**config.mk**
```make
export PLATFORM = sky130hd
export DESIGN_NAME = strongly_connected_components
export DESIGN_NICKNAME = d
export VERILOG_FILES = /design/src/rtl/scc_pkg.sv /design/src/rtl/scc_ram.sv /design/src/rtl/scc_controller.sv /design/src/rtl/scc_datapath.sv /design/src/rtl/strongly_connected_components.sv
export SDC_FILE = /design/constraint.sdc
export NUM_CORES = 1
export LEC_CHECK = 0
export BUFFER_PORTS_ARGS = -buffer_cell sky130_fd_sc_hd__buf_4
export CELL_PAD_IN_SITES_DETAIL_PLACEMENT = 1
export CELL_PAD_IN_SITES_GLOBAL_PLACEMENT = 1
export CORE_AREA = 2 2 307 279
export DETAILED_ROUTE_END_ITERATION = 12
export DIE_AREA = 0 0 309 281
export HOLD_SLACK_MARGIN = 0.12
export PLACE_DENSITY_LB_ADDON = 0.1
export SLEW_MARGIN = 5
export SYNTH_ARGS = -nofsm -noshare
export SYNTH_HDL_FRONTEND = slang
export SYNTH_SLANG_ARGS = --single-unit
export TNS_END_PERCENT = 100
```
**constraint.sdc**
```tcl
create_clock -name clk -period 6.9 [get_ports clk]
set_input_delay 2.07 -clock clk [delete_from_list [all_inputs] [get_ports clk]]
set_output_delay 2.07 -clock clk [all_outputs]
set_load 0.02 [all_outputs]
```
**src/rtl/scc_pkg.sv**
```systemverilog
// Shared types, codes and defaults for the strongly connected components block.
package scc_pkg;

  localparam int MAX_VERTICES_DEFAULT = 16;
  localparam logic [4:0] VERTEX_COUNT_RESET = 5'd16;

  localparam logic OP_LOAD = 1'b0;
  localparam logic OP_RUN  = 1'b1;

  typedef struct packed {
    logic        op;
    logic [3:0]  row_index;
    logic [15:0] row_bits;
  } in_t;

  typedef struct packed {
    logic [3:0] vertex;
    logic       component_end;
    logic       done_res;
  } out_t;

  typedef enum logic [3:0] {
    ST_IDLE,
    ST_ROW,
    ST_SCAN,
    ST_CMP,
    ST_END,
    ST_RET,
    ST_RET_WAIT,
    ST_POP_RD,
    ST_POP_WAIT,
    ST_FLUSH
  } state_t;

  typedef struct packed {
    logic load;
    logic start;
    logic row_rd;
    logic q_skip;
    logic enter;
    logic dfs_rd;
    logic cmp;
    logic ret_rd;
    logic ret_wr;
    logic pop_rd;
    logic pop_take;
    logic flush;
  } cmd_t;

  typedef struct packed {
    logic is_root;
    logic q_end;
    logic edge_hit;
    logic fin_q;
    logic vis_q;
    logic low_eq;
    logic pop_last;
    logic pend_valid;
    logic out_free;
  } status_t;

endpackage

```
**src/rtl/scc_ram.sv**
```systemverilog
// Generic single-write, single-read RAM with registered read data.
module scc_ram #(
  parameter int WIDTH = 8,
  parameter int DEPTH = 16
) (
  input  logic                     clk,
  input  logic                     we,
  input  logic [$clog2(DEPTH)-1:0] waddr,
  input  logic [WIDTH-1:0]         wdata,
  input  logic                     re,
  input  logic [$clog2(DEPTH)-1:0] raddr,
  output logic [WIDTH-1:0]         rdata
);

  logic [WIDTH-1:0] mem [DEPTH];

  always_ff @(posedge clk) begin
    if (we) begin
      mem[waddr] <= wdata;
    end
    if (re) begin
      rdata <= mem[raddr];
    end
  end

endmodule

```
**src/rtl/scc_controller.sv**
```systemverilog
// Sequencer for row loads and the depth-first component search.
module scc_controller (
  input  logic              clk,
  input  logic              rst,
  input  logic              in_valid,
  input  logic              in_op,
  input  scc_pkg::status_t  status,
  output logic              in_stall,
  output scc_pkg::cmd_t     cmd
);

  scc_pkg::state_t state;
  scc_pkg::state_t state_next;

  always_ff @(posedge clk) begin
    if (rst) begin
      state <= scc_pkg::ST_IDLE;
    end else begin
      state <= state_next;
    end
  end

  always_comb begin
    state_next = state;
    cmd        = '0;
    in_stall   = 1'b1;
    case (state)
      scc_pkg::ST_IDLE: begin
        in_stall = 1'b0;
        if (in_valid) begin
          if (in_op == scc_pkg::OP_RUN) begin
            cmd.start  = 1'b1;
            state_next = scc_pkg::ST_SCAN;
          end else begin
            cmd.load = 1'b1;
          end
        end
      end
      scc_pkg::ST_ROW: begin
        cmd.row_rd = 1'b1;
        state_next = scc_pkg::ST_SCAN;
      end
      scc_pkg::ST_SCAN: begin
        if (status.q_end) begin
          state_next = scc_pkg::ST_END;
        end else if (!status.edge_hit || status.fin_q) begin
          cmd.q_skip = 1'b1;
        end else if (!status.vis_q) begin
          cmd.enter  = 1'b1;
          state_next = scc_pkg::ST_ROW;
        end else begin
          cmd.dfs_rd = 1'b1;
          state_next = scc_pkg::ST_CMP;
        end
      end
      scc_pkg::ST_CMP: begin
        cmd.cmp    = 1'b1;
        state_next = scc_pkg::ST_SCAN;
      end
      scc_pkg::ST_END: begin
        if (!status.is_root && status.low_eq) begin
          state_next = scc_pkg::ST_POP_RD;
        end else begin
          state_next = scc_pkg::ST_RET;
        end
      end
      scc_pkg::ST_RET: begin
        if (status.is_root) begin
          state_next = scc_pkg::ST_FLUSH;
        end else begin
          cmd.ret_rd = 1'b1;
          state_next = scc_pkg::ST_RET_WAIT;
        end
      end
      scc_pkg::ST_RET_WAIT: begin
        cmd.ret_wr = 1'b1;
        state_next = scc_pkg::ST_ROW;
      end
      scc_pkg::ST_POP_RD: begin
        cmd.pop_rd = 1'b1;
        state_next = scc_pkg::ST_POP_WAIT;
      end
      scc_pkg::ST_POP_WAIT: begin
        if (!status.pend_valid || status.out_free) begin
          cmd.pop_take = 1'b1;
          state_next   = status.pop_last ? scc_pkg::ST_RET : scc_pkg::ST_POP_RD;
        end
      end
      scc_pkg::ST_FLUSH: begin
        if (!status.pend_valid) begin
          state_next = scc_pkg::ST_IDLE;
        end else if (status.out_free) begin
          cmd.flush  = 1'b1;
          state_next = scc_pkg::ST_IDLE;
        end
      end
      default: begin
        state_next = scc_pkg::ST_IDLE;
      end
    endcase
  end

endmodule

```
**src/rtl/scc_datapath.sv**
```systemverilog
// Graph storage, search stacks, frame registers and result buffering.
module scc_datapath #(
  parameter int MAX_VERTICES = scc_pkg::MAX_VERTICES_DEFAULT
) (
  input  logic              clk,
  input  logic              rst,
  input  logic              cfg_write,
  input  logic [4:0]        cfg_data,
  input  scc_pkg::in_t      in_data,
  input  scc_pkg::cmd_t     cmd,
  input  logic              out_stall,
  output logic              out_valid,
  output scc_pkg::out_t     out_data,
  output scc_pkg::status_t  status
);

  localparam int VIW = $clog2(MAX_VERTICES);
  localparam int QW  = $clog2(MAX_VERTICES + 1);
  localparam int CW  = $clog2(MAX_VERTICES + 2);
  localparam int FW  = VIW + QW + 2 * CW;

  logic [4:0]              vertex_count;
  logic [MAX_VERTICES-1:0] visited;
  logic [MAX_VERTICES-1:0] finished;
  logic                    pend_valid;

  logic [VIW-1:0] top_v;
  logic [QW-1:0]  top_q;
  logic [CW-1:0]  top_low;
  logic [CW-1:0]  top_dfs;
  logic [CW-1:0]  ret_low;
  logic [CW-1:0]  counter;
  logic [QW-1:0]  cs_cnt;
  logic [QW-1:0]  vs_cnt;
  logic [VIW-1:0] pend_vertex;
  logic           pend_end;

  logic [MAX_VERTICES-1:0] adj_rd;
  logic [CW-1:0]           dfs_rd;
  logic [FW-1:0]           call_rd;
  logic [VIW-1:0]          vs_rd;

  logic [QW+4:0]            vc_w;
  logic [QW-1:0]            n_use;
  logic [VIW+3:0]           ri_w;
  logic                     load_ok;
  logic [MAX_VERTICES+15:0] rb_w;
  logic [VIW-1:0]           q_idx;
  logic [QW-1:0]            q_inc;
  logic [QW-1:0]            cs_dec;
  logic [QW-1:0]            vs_dec;
  logic [FW-1:0]            frame;
  logic [VIW-1:0]           frame_v;
  logic [QW-1:0]            frame_next;
  logic [CW-1:0]            frame_low;
  logic [CW-1:0]            frame_dfs;
  logic [VIW+3:0]           pv_w;

  always_comb begin
    vc_w       = {{QW{1'b0}}, vertex_count};
    n_use      = (vc_w > (QW + 5)'(MAX_VERTICES)) ? QW'(MAX_VERTICES) : vc_w[QW-1:0];
    ri_w       = {{VIW{1'b0}}, in_data.row_index};
    load_ok    = ri_w < (VIW + 4)'(MAX_VERTICES);
    rb_w       = {{MAX_VERTICES{1'b0}}, in_data.row_bits};
    q_idx      = top_q[VIW-1:0];
    q_inc      = top_q + 1'b1;
    cs_dec     = cs_cnt - 1'b1;
    vs_dec     = vs_cnt - 1'b1;
    frame      = {top_v, q_inc, top_low, top_dfs};
    frame_v    = call_rd[FW-1:FW-VIW];
    frame_next = call_rd[QW+2*CW-1:2*CW];
    frame_low  = call_rd[2*CW-1:CW];
    frame_dfs  = call_rd[CW-1:0];
    pv_w       = {4'b0, pend_vertex};
  end

  always_comb begin
    status.is_root    = (cs_cnt == '0);
    status.q_end      = (top_q >= n_use);
    status.edge_hit   = status.is_root || adj_rd[q_idx];
    status.fin_q      = finished[q_idx];
    status.vis_q      = visited[q_idx];
    status.low_eq     = (top_low == top_dfs);
    status.pop_last   = (vs_rd == top_v);
    status.pend_valid = pend_valid;
    status.out_free   = !out_valid || !out_stall;
  end

  scc_ram #(.WIDTH(MAX_VERTICES), .DEPTH(MAX_VERTICES)) u_adj_ram (
    .clk   (clk),
    .we    (cmd.load && load_ok),
    .waddr (ri_w[VIW-1:0]),
    .wdata (rb_w[MAX_VERTICES-1:0]),
    .re    (cmd.row_rd),
    .raddr (top_v),
    .rdata (adj_rd)
  );

  scc_ram #(.WIDTH(CW), .DEPTH(MAX_VERTICES)) u_dfs_ram (
    .clk   (clk),
    .we    (cmd.enter),
    .waddr (q_idx),
    .wdata (counter),
    .re    (cmd.dfs_rd),
    .raddr (q_idx),
    .rdata (dfs_rd)
  );

  scc_ram #(.WIDTH(FW), .DEPTH(MAX_VERTICES)) u_call_ram (
    .clk   (clk),
    .we    (cmd.enter),
    .waddr (cs_cnt[VIW-1:0]),
    .wdata (frame),
    .re    (cmd.ret_rd),
    .raddr (cs_dec[VIW-1:0]),
    .rdata (call_rd)
  );

  scc_ram #(.WIDTH(VIW), .DEPTH(MAX_VERTICES)) u_vs_ram (
    .clk   (clk),
    .we    (cmd.enter),
    .waddr (vs_cnt[VIW-1:0]),
    .wdata (q_idx),
    .re    (cmd.pop_rd),
    .raddr (vs_dec[VIW-1:0]),
    .rdata (vs_rd)
  );

  always_ff @(posedge clk) begin
    if (rst) begin
      vertex_count <= scc_pkg::VERTEX_COUNT_RESET;
      visited      <= '0;
      finished     <= '0;
      pend_valid   <= 1'b0;
      out_valid    <= 1'b0;
    end else begin
      if (cfg_write) begin
        vertex_count <= cfg_data;
      end
      if (cmd.start) begin
        visited  <= '0;
        finished <= '0;
      end
      if (cmd.enter) begin
        visited[q_idx] <= 1'b1;
      end
      if (cmd.pop_take) begin
        finished[vs_rd] <= 1'b1;
        pend_valid      <= 1'b1;
      end
      if (cmd.flush) begin
        pend_valid <= 1'b0;
      end
      if ((cmd.pop_take && pend_valid) || cmd.flush) begin
        out_valid <= 1'b1;
      end else if (out_valid && !out_stall) begin
        out_valid <= 1'b0;
      end
    end
  end

  always_ff @(posedge clk) begin
    if (cmd.start) begin
      top_v   <= '0;
      top_q   <= '0;
      top_low <= '0;
      top_dfs <= '0;
      counter <= CW'(1);
      cs_cnt  <= '0;
      vs_cnt  <= '0;
    end
    if (cmd.enter) begin
      top_v   <= q_idx;
      top_q   <= '0;
      top_low <= counter;
      top_dfs <= counter;
      counter <= counter + 1'b1;
      cs_cnt  <= cs_cnt + 1'b1;
      vs_cnt  <= vs_cnt + 1'b1;
    end
    if (cmd.q_skip) begin
      top_q <= q_inc;
    end
    if (cmd.cmp) begin
      top_q <= q_inc;
      if (dfs_rd < top_low) begin
        top_low <= dfs_rd;
      end
    end
    if (cmd.ret_rd) begin
      cs_cnt  <= cs_dec;
      ret_low <= top_low;
    end
    if (cmd.ret_wr) begin
      top_v   <= frame_v;
      top_q   <= frame_next;
      top_dfs <= frame_dfs;
      top_low <= (ret_low < frame_low) ? ret_low : frame_low;
    end
    if (cmd.pop_rd) begin
      vs_cnt <= vs_dec;
    end
    if (cmd.pop_take) begin
      pend_vertex <= vs_rd;
      pend_end    <= status.pop_last;
      if (pend_valid) begin
        out_data.vertex        <= pv_w[3:0];
        out_data.component_end <= pend_end;
        out_data.done_res      <= 1'b0;
      end
    end
    if (cmd.flush) begin
      out_data.vertex        <= pv_w[3:0];
      out_data.component_end <= pend_end;
      out_data.done_res      <= 1'b1;
    end
  end

endmodule

```
**src/rtl/strongly_connected_components.sv**
```systemverilog
// Top level of the strongly connected components block.
//
//   channel  direction  handshake               payload
//   in       input      in_valid / in_stall     scc_pkg::in_t  (op, row_index, row_bits)
//   out      output     out_valid / out_stall   scc_pkg::out_t (vertex, component_end, done_res)
//   cfg      input      cfg_write               cfg_data (vertex_count)
//
// A row load is taken in ST_IDLE; in_stall stays low and the next transaction follows at once.
// A run tests one adjacency bit per cycle in ST_SCAN; each vertex entered, returned from and
// popped passes through further states (ST_ROW, ST_RET, ST_RET_WAIT, ST_POP_RD, ST_POP_WAIT),
// as the RAM reads are registered, and an edge into an open vertex adds an ST_CMP step.
// Each result sits one slot behind in a holding register, so out_stall held high stops the
// search once that slot and the output register are both full.
// Reset clears the controller, the output and the marks, and sets vertex_count to 16.
module strongly_connected_components #(
  parameter int MAX_VERTICES = scc_pkg::MAX_VERTICES_DEFAULT
) (
  input  logic          clk,
  input  logic          rst,
  input  logic          in_valid,
  output logic          in_stall,
  input  scc_pkg::in_t  in_data,
  output logic          out_valid,
  input  logic          out_stall,
  output scc_pkg::out_t out_data,
  input  logic          cfg_write,
  input  logic [4:0]    cfg_data
);

  scc_pkg::cmd_t    cmd;
  scc_pkg::status_t status;

  scc_controller u_controller (
    .clk      (clk),
    .rst      (rst),
    .in_valid (in_valid),
    .in_op    (in_data.op),
    .status   (status),
    .in_stall (in_stall),
    .cmd      (cmd)
  );

  scc_datapath #(.MAX_VERTICES(MAX_VERTICES)) u_datapath (
    .clk       (clk),
    .rst       (rst),
    .cfg_write (cfg_write),
    .cfg_data  (cfg_data),
    .in_data   (in_data),
    .cmd       (cmd),
    .out_stall (out_stall),
    .out_valid (out_valid),
    .out_data  (out_data),
    .status    (status)
  );

endmodule

```
### After elaboration in Yosys (flattened, before gate mapping)

Memory sizes are Yosys's and may differ from the RTL's. A register that Yosys moved wholly into a read port is not among the register bits.
Cells that the tools add are included.

| word-level totals | value |
|---|---|
| RAM bits | 704 |
| word-level logic and storage cells | 167 |
| output and inout port bits | 8 |
| bits in registers | 93 |
| memories | 4 |
| bits of input ports | 31 |

Memories:

| name | depth | width | rd ports | clocked after memory_dff | write ports | line | RTL |
|---|---|---|---|---|---|---|---|
| u_datapath.u_call_ram.mem | 16 | 19 | 1 | 1 | 1 | scc_ram.sv:15 | `logic [WIDTH-1:0] mem [DEPTH];` |
| u_datapath.u_adj_ram.mem | 16 | 16 | 1 | 1 | 1 | scc_ram.sv:15 |  |
| u_datapath.u_dfs_ram.mem | 16 | 5 | 1 | 1 | 1 | scc_ram.sv:15 |  |
| u_datapath.u_vs_ram.mem | 16 | 4 | 1 | 1 | 1 | scc_ram.sv:15 |  |

| cells by class | value |
|---|---|
| $lt $le $gt $ge | 8 |
| eq/ne operators | 16 |
| reduce and logical (&&, ||, !) cells | 30 |
| bitwise gates (word level) | 2 |
| add/subtract/negate cells | 6 |
| multiplexer cells | 82 |

Operators with widths:

| kind | count |
|---|---|
| 5-bit two-way mux | 20 |
| 16-bit two-way mux | 6 |
| 4-bit two-way mux | 11 |
| 4-bit one-hot mux with 9 select lines | 1 |
| 16-bit bitwise OR | 2 |
| 1-bit two-way mux | 28 |
| 5-bit by 1-bit adder with 5-bit output (second input constant) | 4 |
| 6-bit two-way mux | 3 |
| 4-bit by 3-bit == test with 1-bit output (second input constant) | 4 |
| 1-bit binary-select mux with 4-bit select | 3 |
| 2-bit two-way mux | 6 |
| 4-bit by 5-bit < comparator with 1-bit output (second input constant) | 2 |
| 5-bit < comparator | 2 |
| 5-bit by 1-bit subtractor with 5-bit output (second input constant) | 2 |
| 3-bit nonzero test | 3 |
| 1-bit demux with 4-bit select | 2 |
| 4-bit by 2-bit == test with 1-bit output (second input constant) | 2 |
| 4-bit == test (second input constant) | 2 |
| 4-bit by 1-bit >= comparator with 1-bit output (second input constant) | 2 |
| 2-bit nonzero test | 4 |
| 3-bit two-way mux | 2 |
| 3-bit != test (second input constant) | 2 |
| 5-bit == test | 1 |
| 5-bit >= comparator | 1 |
| other kinds (14) | 29 |

### Depth between registers and ports, before layout

| logic depth | value |
|---|---|
| word-level depth | 12 |
| gate-level depth with buffers | 13 |
| depth with buffers taken out | 9 |

### Hierarchy

A second synthesis with hierarchy kept.

| second synthesis, totals | value |
|---|---|
| cells, all modules | 1748 |
| area, all modules | 33304.4 µm² |

By module, submodules not included:

| module | instances | cells each | seq. area each (µm²) | area each (µm²) |
|---|---|---|---|---|
| scc_ram (u_datapath.u_call_ram) | 1 | 507 | 9699.3 | 12036.5 |
| scc_ram (u_datapath.u_adj_ram) | 1 | 432 | 8167.8 | 10202.3 |
| scc_datapath | 1 | 457 | 2192.1 | 4636.9 |
| scc_ram (u_datapath.u_dfs_ram) | 1 | 155 | 2552.4 | 3263.1 |
| scc_ram (u_datapath.u_vs_ram) | 1 | 130 | 2042.0 | 2706.3 |
| scc_controller | 1 | 67 | 80.1 | 459.2 |

### Worst setup path after synthesis

OpenSTA, ideal clock, no wires.

| timing path | value |
|---|---|
| kind | register -> register |
| start | register u_datapath.top_q[0] |
| end | memory u_datapath.u_call_ram.mem[0][0] in the netlist's numbering, enable pin |
| data arrival time | 4.614 ns |
| required time | 6.450 ns |
| clock period less this slack | 5.065 ns |
| cell stages (with the launch flop) | 12 |
| path buffers | 3 |
| setup slack | 1.835 ns |
| library setup time | 0.450 ns |
| path through | edfxtp_1 > buf_6 > buf_2 > inv_1 > ha_1 > nand2b_1 > a21oi_1 > o21ai_0 > a21oi_1 > nand3_2 > buf_2 > nor4b_1 |

| between the ends | value |
|---|---|
| cells in the longest elaborated chain, start to end | 10 |
| elaborated cells on any way between the ends | 16 |
| those cells by class | order compare: 1; mux: 12; reduce/logical: 3 |

RTL lines:

| element | line | RTL |
|---|---|---|
| start: declaration | scc_datapath.sv:28 | `logic [QW-1:0] top_q;` |
| start signal: assignment | scc_datapath.sv:182 | `top_q <= q_inc;` |
| start signal: assignment | scc_datapath.sv:185 | `top_q <= q_inc;` |
| start signal: assignment | scc_datapath.sv:196 | `top_q <= frame_next;` |
| 1-bit binary-select mux with 4-bit select | scc_datapath.sv:80 | `status.edge_hit = status.is_root \|\| adj_rd[q_idx];` |
| 1-bit two-way mux (not written as such) | scc_datapath.sv:80 |  |
| 1-bit logical OR | scc_datapath.sv:80 |  |
| 1-bit logical NOT | scc_controller.sv:46 | `end else if (!status.edge_hit \|\| status.fin_q) begin` |
| 1-bit logical OR | scc_controller.sv:46 |  |
| 2-bit two-way mux | scc_controller.sv:46 |  |
| 3-bit two-way mux (*) | scc_controller.sv:44 | `if (status.q_end) begin` |
| 3-bit two-way mux (*) | scc_controller.sv:27 | `case (state)` |
| 1-bit two-way mux (*) | scc_ram.sv:18 | `if (we) begin` |
| 1-bit two-way mux (not written as such) (*) | scc_ram.sv:19 | `mem[waddr] <= wdata;` |
| end: declaration | scc_ram.sv:15 |  |

Every way passes the cells marked *; elsewhere a longest branch is shown, timed or not. The select of a mux whose other input is x is not followed.

### Worst setup path after layout

| timing path | value |
|---|---|
| start | register u_datapath.top_q[0] |
| end | memory u_datapath.u_call_ram.mem[1][14] in the netlist's numbering, enable pin |

The elaborated chain is that of the path after synthesis.

==> out/qor.yml <==
outcome: "finished, final reports clean"
drt_first_pass_iters: 5
synth.yosys.seq_area_share_pct: 74.6
grt_start_max_net_pins: 50
rows: 101
p_leak_nw: 12.1
clk_pin_slew_worst_paths_ns: 0.06
cts-root-to-sink-buffers: 3
mappedNetlistArea_um2: 33200
yosysWarningCount: 0
timing.max_slew.rel_slack_pct: 20.8
floorplan_die_width_um: 309
critical_path.startpoint_type: "register"
fin_crit_sh_pct: 69.0
timing.fmax_mhz: 210
top_level_ports: 39
wl_final_um: 79100
data_arrival_at_the_endpoint_of_the_critical_path_ns: 5.06
drive_above_1_share_pct: 27.1
routedWlPerCell_um: 27.1
drt_iter0_markers: 1317
share_comb_of_total_power_pct: 23.4
seqCellArea_um2: 24700
maximum_fanout_along_the_worst_path: 23
syn_to_final_growth_pct: 13.8
synth.top_cells.by_count: "sky130_fd_sc_hd__edfxtp_1 (791), sky130_fd_sc_hd__mux4_2 (226), sky130_fd_sc_hd__nand2_1 (65), sky130_fd_sc_hd__nor2_1 (65), sky130_fd_sc_hd__clkbuf_1 (50)"
final_hold_viol_count: 0
switching_power_mw: 4.25
top_count_cell_post_synth: "sky130_fd_sc_hd__edfxtp_1"
finish.net_count: 1771
grt_first_pass_wirelength_um: 117000
final_core_utilization_pct: 45.1
antenna_cells_inserted: 0
timing.final.setup_violations: 0
portBuffers: 38
internal_power_mw: 10.3
initial_utilization_pct: 39.6
ys.flop_type: "sky130_fd_sc_hd__edfxtp_1"
crit_path_end_kind: "register"
numClockSinks: 840
slew_viol_final: 0
clockRootBuffer: "sky130_fd_sc_hd__clkbuf_16"
rsz0062_at_grt: "false"
critical_path_required_ns: 7.20
timing.reg2reg.setup_slack_ns: 2.14
timing_worst_slew_pin_value_ns: 1.19
first_global_vias: 16675
tns_ns: 0
synthesis.nets: 1681
clock_latency_ns: 0.65
cts.repair_timing.setup_buffer_count: 0
cts-htree-levels: 3
grt.met2_usage_pct: 29.1
gr-total-overflow: 0
holdCritPathClass: "register to register"
post_synth_num_cell_types: 62
gp_congestion: 0.772
netlist_instances: 1622
grtUsageMet3_pct: 2.86
netlist.top_cell.by_area: "sky130_fd_sc_hd__edfxtp_1"
syn_area_per_cell_um2: 20.4
crit_type: "register to register"
synth-edff-count: 791
post-route-drc-count: 0
cts_tree: "built"
antenna_found_initial: 2
fp.dieArea_um2: 86800
startpoint: "u_datapath.top_q[0]$_DFFE_PP_"
top_usage_layer: "met2"
switch_share_pct: 29.3
power.share.sequential_pct: 45.1
post-dp-hpwl_um: 49400
cts_inserted_buffers: 89
fin_worst_skew_ns: 0.0345
cell_types_with_the_largest_area_share_after_synthesis: "sky130_fd_sc_hd__edfxtp_1 (72%), sky130_fd_sc_hd__mux4_2 (15%), sky130_fd_sc_hd__dfxtp_1 (3.0%)"
die_h_um: 281
layout.filler_cells: 7768
vias: 15865
async_reset_ff_share_pct: 0
core_region_area_um2: 83700
irDropWorstVdd_uv: 236
cap_viol_max_count: 0
regToRegStartpoint: "u_datapath.top_q[0]$_DFFE_PP_"
groute.usage.overall_pct: 18.7
clock_power_share_pct: 31.4
worstHoldStart: "u_datapath.visited[9]$_SDFF_PP0_"
synth-seq-cells: 840
via_per_inst: 5.44
cts_hold_buffers: 0
number_of_nets_with_antenna_violations_after_detailed_routing: 0
synth.top_cell.area_share_pct: 71.6
grt_util_met1_pct: 27.7
total_area_of_multi_input_combinational_cells_um2: 8060
power_density_nw_per_um2: 384
postCtsResizedCells: 0
finalWorstPathRequiredPeriod_ns: 4.76
## logic make-up (layout without fill, tap and decap cells)
family / after synthesis / in the layout / synth area share (%)
flops: 840 / 840 / 74.6
simple gates: 260 / 260 / 3.95
mux: 248 / 248 / 16.1
compound gates: 115 / 115 / 2.36
buf+inv: 112 / 274 / 1.44
fa+ha+maj: 28 / 28 / 1.06
xor+xnor: 19 / 19 / 0.525
## registers in the layout (all words and copies together) (netlist names), 6 cells and up
register / flops
u_datapath.finished: 16
u_datapath.out_data: 6
u_datapath.u_adj_ram.mem: 256
u_datapath.u_adj_ram.rdata: 16
u_datapath.u_call_ram.mem: 304
u_datapath.u_call_ram.rdata: 19
u_datapath.u_dfs_ram.mem: 80
u_datapath.u_vs_ram.mem: 64
u_datapath.visited: 16
## per-layer routing
metal  vias up  wire length, um
li1       6881                -
met3        92             2630
met5         -                0
met4         0             1430
met2       293            37300
met1      8599            37800
## per-stage QoR
| stage | hold slack [ns] | cells | total power, mW | setup WS [ns] | instance area, um2 |
|---|---|---|---|---|---|
| final | 0.452 | 2917 | 14.5 | 2.14 | 37700 |
| after global placement | 0.445 | 2753 | 10.1 | 2.13 | 34900 |
| after floorplan | 0.420 | 1622 | 8.84 | 1.84 | 33200 |
| after CTS | 0.453 | 2917 | 14.7 | 2.10 | 37700 |
| after detailed placement | 0.448 | 2754 | 10.1 | 2.10 | 35000 |
| after global routing | 0.502 | 2917 | 15.1 | 1.70 | 37700 |
## power groups by stage
stage / clock network, mW / logic [mW] / registers, mW
global route: 4.85 / 3.68 / 6.59
floorplan: 0 / 2.34 / 6.51
detailed placement: 0 / 3.49 / 6.66
CTS: 4.67 / 3.50 / 6.56
finish: 4.56 / 3.40 / 6.55
global placement: 0 / 3.46 / 6.65
## worst max-delay path: stages, from the launching register on
cell                       delay [ns]
sky130_fd_sc_hd__edfxtp_1        0.91
sky130_fd_sc_hd__inv_1           0.60
sky130_fd_sc_hd__ha_1            0.45
sky130_fd_sc_hd__nand2b_1        0.14
sky130_fd_sc_hd__a21oi_1         0.17
sky130_fd_sc_hd__o21ai_0         0.13
sky130_fd_sc_hd__a21oi_1         0.42
sky130_fd_sc_hd__nand3_2         0.26
sky130_fd_sc_hd__nor4b_2         0.86
sky130_fd_sc_hd__buf_4           0.46
## placed cells by master, fill, tap and decap left out, drive strengths merged, types with 4 or more instances in the layout
cell type,synthesis,layout
xnor2,8,8
a21oi,21,21
inv,26,27
nor4b,4,4
nand3,25,25
nor2,66,66
nor2b,7,7
nand2,65,65
xor2,11,11
and2,21,21
mux2i,10,10
clkinv,0,50
mux4,226,226
and3,31,31
clkinvlp,0,6
a32oi,16,16
o21ai,26,26
clkbuf,50,101
edfxtp,791,791
a22oi,12,12
dfxtp,49,49
nand2b,9,9
o22ai,5,5
buf,36,85
a31oi,8,8
ha,28,28
mux2,12,12
a32o,4,4
bufinv,0,5
nor3,16,16
## final timing paths
kind,endpoint,cells past startpoint
setup reg to reg,u_datapath.u_call_ram.mem[1][14]$_DFFE_PP_,9
setup / recovery,u_datapath.u_call_ram.mem[1][14]$_DFFE_PP_,9
hold reg to reg,u_datapath.visited[9]$_SDFF_PP0_,2
hold / removal,u_datapath.visited[9]$_SDFF_PP0_,2
## final cells by class
class                   count  share of cell area (%)
clock buffers             101                    6.07
clock inverters            62                    1.30
inverters                  26                   0.259
multi-input cells         670                    21.4
flip-flops and latches    840                    65.5
well taps                1133                    3.76
repair buffers             85                    1.71
Note: power is estimated with default switching activity, not from simulation.
